## src/rtl/chtab_pkg.sv

```systemverilog
package chtab_pkg;

  localparam int BUCKETS    = 8;
  localparam int POOL_NODES = 64;
  localparam int VALUE_BITS = 64;

  localparam int REQ_W  = 2;
  localparam int KEY_W  = 31;
  localparam int VAL_W  = 64;
  localparam int STAT_W = 2;

  localparam int BKT_W  = (BUCKETS > 1) ? $clog2(BUCKETS) : 1;
  localparam int IDX_W  = $clog2(POOL_NODES);
  localparam int NODE_W = $clog2(POOL_NODES + 1);

  localparam logic [NODE_W-1:0] NIL = NODE_W'(POOL_NODES);

  typedef enum logic [REQ_W-1:0] {
    REQ_INSERT = 2'd0,
    REQ_DELETE = 2'd1,
    REQ_SEARCH = 2'd2
  } req_t;

  typedef enum logic [STAT_W-1:0] {
    STAT_OK   = 2'd0,
    STAT_MISS = 2'd1,
    STAT_FULL = 2'd2
  } stat_t;

  typedef enum logic [2:0] {
    S_IDLE,
    S_INS,
    S_WALK,
    S_UNL_PREV,
    S_UNL_FREE,
    S_RESP
  } state_t;

  typedef struct packed {
    logic              accept;
    logic              walk_step;
    logic              ins;
    logic              unl_prev;
    logic              unl_free;
    logic              resp_load;
    logic [STAT_W-1:0] resp_code;
    logic              resp_found;
  } cmd_t;

  typedef struct packed {
    logic head_nil;
    logic pool_full;
    logic hit;
    logic walk_end;
    logic out_busy;
  } sts_t;

  function automatic logic [NODE_W-1:0] link_ok(input logic [NODE_W-1:0] x);
    return (x < NIL) ? x : NIL;
  endfunction

  function automatic logic [BKT_W-1:0] bucket_of(input logic [KEY_W-1:0] k);
    return BKT_W'(k % KEY_W'(BUCKETS));
  endfunction

endpackage

```

## src/rtl/chtab_ctrl.sv

```systemverilog
module chtab_ctrl import chtab_pkg::*; (
  input  logic             clk,
  input  logic             rst_n,
  input  logic             in_valid,
  input  logic [REQ_W-1:0] in_req_type,
  output logic             in_ready,
  input  sts_t             sts,
  output cmd_t             cmd
);

  state_t            state_r, state_nxt;
  logic [REQ_W-1:0]  req_r, req_nxt;
  logic [STAT_W-1:0] code_r, code_nxt;
  logic              found_r, found_nxt;

  always_ff @(posedge clk) begin
    if (!rst_n) begin
      state_r <= S_IDLE;
      req_r   <= REQ_INSERT;
      code_r  <= STAT_OK;
      found_r <= 1'b0;
    end else begin
      state_r <= state_nxt;
      req_r   <= req_nxt;
      code_r  <= code_nxt;
      found_r <= found_nxt;
    end
  end

  always_comb begin
    state_nxt      = state_r;
    req_nxt        = req_r;
    code_nxt       = code_r;
    found_nxt      = found_r;
    cmd            = '0;
    cmd.resp_code  = code_r;
    cmd.resp_found = found_r;
    in_ready       = 1'b0;
    unique case (state_r)
      S_IDLE: begin
        in_ready = 1'b1;
        if (in_valid) begin
          cmd.accept = 1'b1;
          req_nxt    = in_req_type;
          code_nxt   = STAT_OK;
          found_nxt  = 1'b0;
          case (in_req_type) inside
            REQ_INSERT: begin
              if (sts.pool_full) begin
                code_nxt  = STAT_FULL;
                state_nxt = S_RESP;
              end else begin
                state_nxt = S_INS;
              end
            end
            REQ_DELETE, REQ_SEARCH: begin
              if (sts.head_nil) begin
                code_nxt  = STAT_MISS;
                state_nxt = S_RESP;
              end else begin
                state_nxt = S_WALK;
              end
            end
            default: state_nxt = S_RESP;
          endcase
        end
      end
      S_INS: begin
        cmd.ins   = 1'b1;
        state_nxt = S_RESP;
      end
      S_WALK: begin
        if (sts.hit) begin
          if (req_r == REQ_DELETE) begin
            state_nxt = S_UNL_PREV;
          end else begin
            found_nxt = 1'b1;
            state_nxt = S_RESP;
          end
        end else if (sts.walk_end) begin
          code_nxt  = STAT_MISS;
          state_nxt = S_RESP;
        end else begin
          cmd.walk_step = 1'b1;
        end
      end
      S_UNL_PREV: begin
        cmd.unl_prev = 1'b1;
        state_nxt    = S_UNL_FREE;
      end
      S_UNL_FREE: begin
        cmd.unl_free = 1'b1;
        state_nxt    = S_RESP;
      end
      S_RESP: begin
        if (!sts.out_busy) begin
          cmd.resp_load = 1'b1;
          state_nxt     = S_IDLE;
        end
      end
      default: state_nxt = S_IDLE;
    endcase
  end

endmodule

```

## config.mk

```make
export PLATFORM = sky130hd
export DESIGN_NAME = chtab_ctrl
export DESIGN_NICKNAME = d
export VERILOG_FILES = /design/src/rtl/chtab_pkg.sv /design/src/rtl/chtab_ctrl.sv
export SDC_FILE = /design/constraint.sdc
export NUM_CORES = 1
export LEC_CHECK = 0
export ABC_AREA = 1
export ABC_CLOCK_PERIOD_IN_PS = 1100
export BUFFER_PORTS_ARGS = -buffer_cell sky130_fd_sc_hd__buf_2
export CAP_MARGIN = 20
export CORE_UTILIZATION = 30
export CTS_BUF_LIST = sky130_fd_sc_hd__clkbuf_4
export CTS_CLUSTER_DIAMETER = 60
export DETAILED_ROUTE_END_ITERATION = 16
export PLACE_DENSITY = 0.57
export SLEW_MARGIN = 10
export SYNTH_ARGS = -nofsm -noshare
export SYNTH_HDL_FRONTEND = slang
export SYNTH_SLANG_ARGS = --single-unit
```

## constraint.sdc

```tcl
create_clock -name clk -period 1.1 [get_ports clk]
set_input_delay 0.22 -clock clk [delete_from_list [all_inputs] [get_ports clk]]
set_output_delay 0.22 -clock clk [all_outputs]
set_load 0.01 [all_outputs]
```

# Yosys cells after proc, flatten, opt, wreduce, memory -nomap -nowiden
# Cells that the tools add are included.
# word_totals
elab_cells	61
register_bits	8
out_inout_bits	10
in_bits	10
# op_classes
reduce_logical	9
muxes	33
eq_ne	15
# op_table
op	count
$mux W3	9
$mux W1	16
$pmux W3 S5	1
$ne A2 B2 Y1 const B	6
$mux W2	5
$reduce_and A4 Y1	2
$eq A3 B2 Y1 const B	2
$eq A3 B3 Y1 const B	2
$eq A2 B1 Y1 const B	2
$pmux W2 S2	1
$reduce_or A2 Y1	2
$eq A3 B1 Y1 const B	1
$logic_not A3 Y1	1
$ne A3 B3 Y1 const B	1
$reduce_and A3 Y1	1
$eq A2 B2 Y1 const B	1
$logic_not A2 Y1	1
$pmux W1 S2	1
$reduce_and A2 Y1	1
$reduce_bool A2 Y1	1

# Logic depth before layout (Yosys ltp)
# depth
depth_word	6
mapped_depth	8
depth_no_buf	8

# Worst setup path after synthesis
# OpenSTA, ideal clock, no wires.
# synth_timing
path_type	register -> register
startpoint	reg state_r[0]
endpoint	reg state_r[0]
stages_incl_launch_ff	7
path_slack_ns	-0.016
t_required_ns	0.981
period_less_slack_ns	1.116
arrival_ns	0.997
setup_ns	0.119
n_path_buf	0
cell_sequence	dfxtp_1 -> nor2_1 -> nand2_1 -> nor3_2 -> nor2_2 -> nand2_1 -> a21oi_1
# synth_between
elab_chain_cells	3
elab_cells_between_ends	12
classes_between	8 x eq/ne; 1 x mux; 3 x reduce/logical
# synth_rtl
element	line_no	text
start, declared	chtab_ctrl.sv:11	state_t state_r, state_nxt;
start signal, assigned	chtab_ctrl.sv:23	state_r <= state_nxt;
$eq A3 B3 Y1 (tied with other cells)	chtab_ctrl.sv:39	unique case (state_r)
$reduce_or A2 Y1 (no line) (tied with other cells)	n/a	
$pmux W3 S5 or $reduce_and A3 Y1 (tied branches)	n/a	
# Several ways; a longest one is shown, not always the timed one.
# A chain may end at the register's enable or synchronous reset.

==> impl_metrics.env <==
export IMPL_r2r_cells=8
export IMPL_final_seq_area_um2=171.4
export IMPL_grt_start_max_net_pins=6
export IMPL_rsz0062_at_grt="true"
export IMPL_power_frac_comb=0.718
export IMPL_htreeDepth=1
export IMPL_syn_to_final_growth_pct=99.28
export IMPL_ys_seq_elements=8
export IMPL_dp_cells=126
export IMPL_fin_crit_sh=1.225
export IMPL_cpMostUsedCell="buf_6"
export IMPL_core_mm2=0.001559
export IMPL_clk_pin_slew_ns=0.06
export IMPL_slew_headroom=0.8490
export IMPL_cts_buffers_inserted=3
export IMPL_cp_max_fo=5
export IMPL_gp_congestion=0.7692
export IMPL_stdcell_count=143
export IMPL_leakagePower_nw=0.5229
export IMPL_cts_sinks=8
export IMPL_swShare=0.4101
export IMPL_cap_viol_max_count=0
export IMPL_hold_viol_final=0
export IMPL_synth_area_per_cell_um2=6.426
export IMPL_ios=20
export IMPL_place_hpwl_um=992.7
export IMPL_finalSetupViolations=15
export IMPL_grt_pass1_vias=659
export IMPL_synth_nets=92
export IMPL_drt_iter0_markers=8
export IMPL_antenna_found_initial=0
export IMPL_final_antenna_net_count=0
export IMPL_cp_arrival_ns=1.13
export IMPL_drv_slew=0
export IMPL_violations="setup timing"
export IMPL_yosysWarnings=0
export IMPL_fillers=142
export IMPL_postLayoutCoreUtil=0.6653
export IMPL_syn_area_um2=520.5
export IMPL_worstPathCellList="buf_6 -> nor2_4 -> nand2_4 -> inv_2 -> buf_6"
export IMPL_rows=14
export IMPL_synth_cell_types=21
export IMPL_grt_usage=0.1919
export IMPL_status="complete, but fails checks"
export IMPL_internal_power_mw=1.484
export IMPL_ir_worst_vdd_uv=1082
export IMPL_insertion_delay_ns=0.26
export IMPL_start_util=0.3339
export IMPL_dp_slack_ns=-0.08132
export IMPL_nets=140
export IMPL_routed_via_density=4.734
export IMPL_skew_ns=0.01029
export IMPL_crit_slowest_cell="dfxtp_4"
export IMPL_wirelength_mm=1.683
export IMPL_period_needed_ns=1.348
export IMPL_path_class="reg2out"
export IMPL_drive_gt1_frac=0.6772
export IMPL_grt_pass1_wl_mm=2.725
export IMPL_vias=677
export IMPL_endpoint_kind="primary output"
export IMPL_dieArea_mm2=0.001906
export IMPL_crit_required_ns=0.88
export IMPL_finalWorstSetupSlack_ns=-0.2479
export IMPL_cp_start_kind="flip-flop"
export IMPL_fmax_mhz=741.9
export IMPL_slowest_delay_ns=0.37
export IMPL_multi_input_area_um2=409.1
export IMPL_dieWidth_um=43.66
export IMPL_p_seq_frac=0.191
export IMPL_avgRoutedWirePerCell_um=11.77
export IMPL_die_y_um=43.66
export IMPL_hp_class="in2reg"
export IMPL_cts_tree="done"
export IMPL_p_per_area_mw_per_mm2=2425
export IMPL_pwr_share_clk=0.091
export IMPL_min_path_cells=3
export IMPL_drt_first_pass_iters=4
export IMPL_grt_ovfl_total=0
export IMPL_diodes=0
export IMPL_synth_yosys_seq_area_share=0.3077
export IMPL_port_buffers=19
export IMPL_power_switching_mw=1.032
export IMPL_postSynthCellCount=81
export IMPL_root_buffer="clkbuf_4"
export IMPL_clock_path_buffers=2
export IMPL_tightest_slew_ns=0.2247
export IMPL_post_route_drc_count=0
flip-flops by register name, indices dropped and copies added (netlist names):
name / count
found_r: 1
state_r: 3
code_r: 2
req_r: 2
logic make-up (layout without fill, tap and decap cells):
kind of cell	after synthesis	in the layout	synth area share
buffers and inverters	17	63	0.1298
adders and majority gates	1	1	0.02403
and+or+nand+nor	42	42	0.4134
AOI/OAI and AO/OA	13	13	0.1250
DFF	8	8	0.3077
Yosys cell counts, drive strengths merged:
cell type,instances,area share
a21oi,8,0.077
nand2,21,0.18
nor3,2,0.029
nand3,5,0.048
nand3b,1,0.014
nor2,9,0.099
buf,1,0.014
nand4,2,0.024
or2,1,0.012
o21ai,5,0.048
ha,1,0.024
dfxtp,8,0.31
inv,16,0.12
nor4,1,0.012
final timing paths:
path / start / to / slack (ns)
setup / recovery: state_r[1] / cmd[8] / -0.25
hold / removal: rst_n / req_r[1] / 0.23
setup reg to reg: state_r[0] / state_r[0] / -0.17
hold reg to reg: req_r[1] / req_r[1] / 0.45
layout by cell type, fill, tap and decap left out:
master,synthesis,layout
a21oi_1,8,2
a21oi_2,0,6
buf_2,0,16
buf_4,1,13
buf_6,0,15
clkbuf_4,0,3
dfxtp_1,8,5
dfxtp_4,0,3
ha_1,1,1
inv_1,12,11
inv_2,4,2
inv_4,0,3
nand2_1,18,9
nand2_2,2,10
nand2_4,1,2
nand3_1,5,1
nand3_2,0,3
nand3_4,0,1
nand3b_1,1,1
nand4_1,2,2
nor2_1,6,3
nor2_2,1,1
nor2_4,2,5
nor3_1,1,1
nor3_4,0,1
nor4_2,0,1
o21ai_1,2,4
o21ai_2,0,1
or2_1,0,1
layer usage:
layer / track usage / vias up / share of wire
li1: - / 353 / -
met3: 0.03750 / 2 / 0.031
met2: 0.3552 / 15 / 0.55
met1: 0.2194 / 307 / 0.41
met4: 0.05625 / 0 / 0.0048
met5: 0 / - / 0
critical path, delay by kind of cell (launching register included):
kind | cells | cell delay [ns]
buffers and inverters | 3 | 0.27
flip-flops | 1 | 0.37
AND/OR/NAND/NOR | 2 | 0.22
repair_timing:
item	in CTS	in global routing
gates resized for setup	35	23
hold buffers	0	0
pin swaps	19	13
hold endpoints to repair	0	0
buffers inserted	11	3
endpoints found under the setup margin	13	15
per-stage QoR:
step	instance area [µm²]	total power [mW]	TNS (ns)	hold slack, ns
CTS	930.9	2.168	-2.083	0.2100
finish	1037	2.515	-2.235	0.2259
global route	1037	2.689	-3.118	0.2229
global placement	716.9	1.376	-0.3608	0.4394
floorplan	526.8	0.9749	0	0.3584
detailed placement	716.9	1.382	-0.4169	0.4457
final cells by class:
type	count	share of cell area
Multi-Input combinational cell	56	0.3945
Timing Repair Buffer	44	0.3341
Sequential cell	8	0.1653
Clock buffer	3	0.02171
Inverter	16	0.06514
Tap cell	16	0.01930
power groups by stage:
stage	Sequential, mW	Combinational [mW]	Clock [mW]
after floorplan	0.430	0.545	0
after global placement	0.425	0.952	0
after detailed placement	0.426	0.956	0
after CTS	0.436	1.49	0.238
after global routing	0.489	1.95	0.254
final	0.480	1.81	0.230
Power figures use the tool's default switching activity.
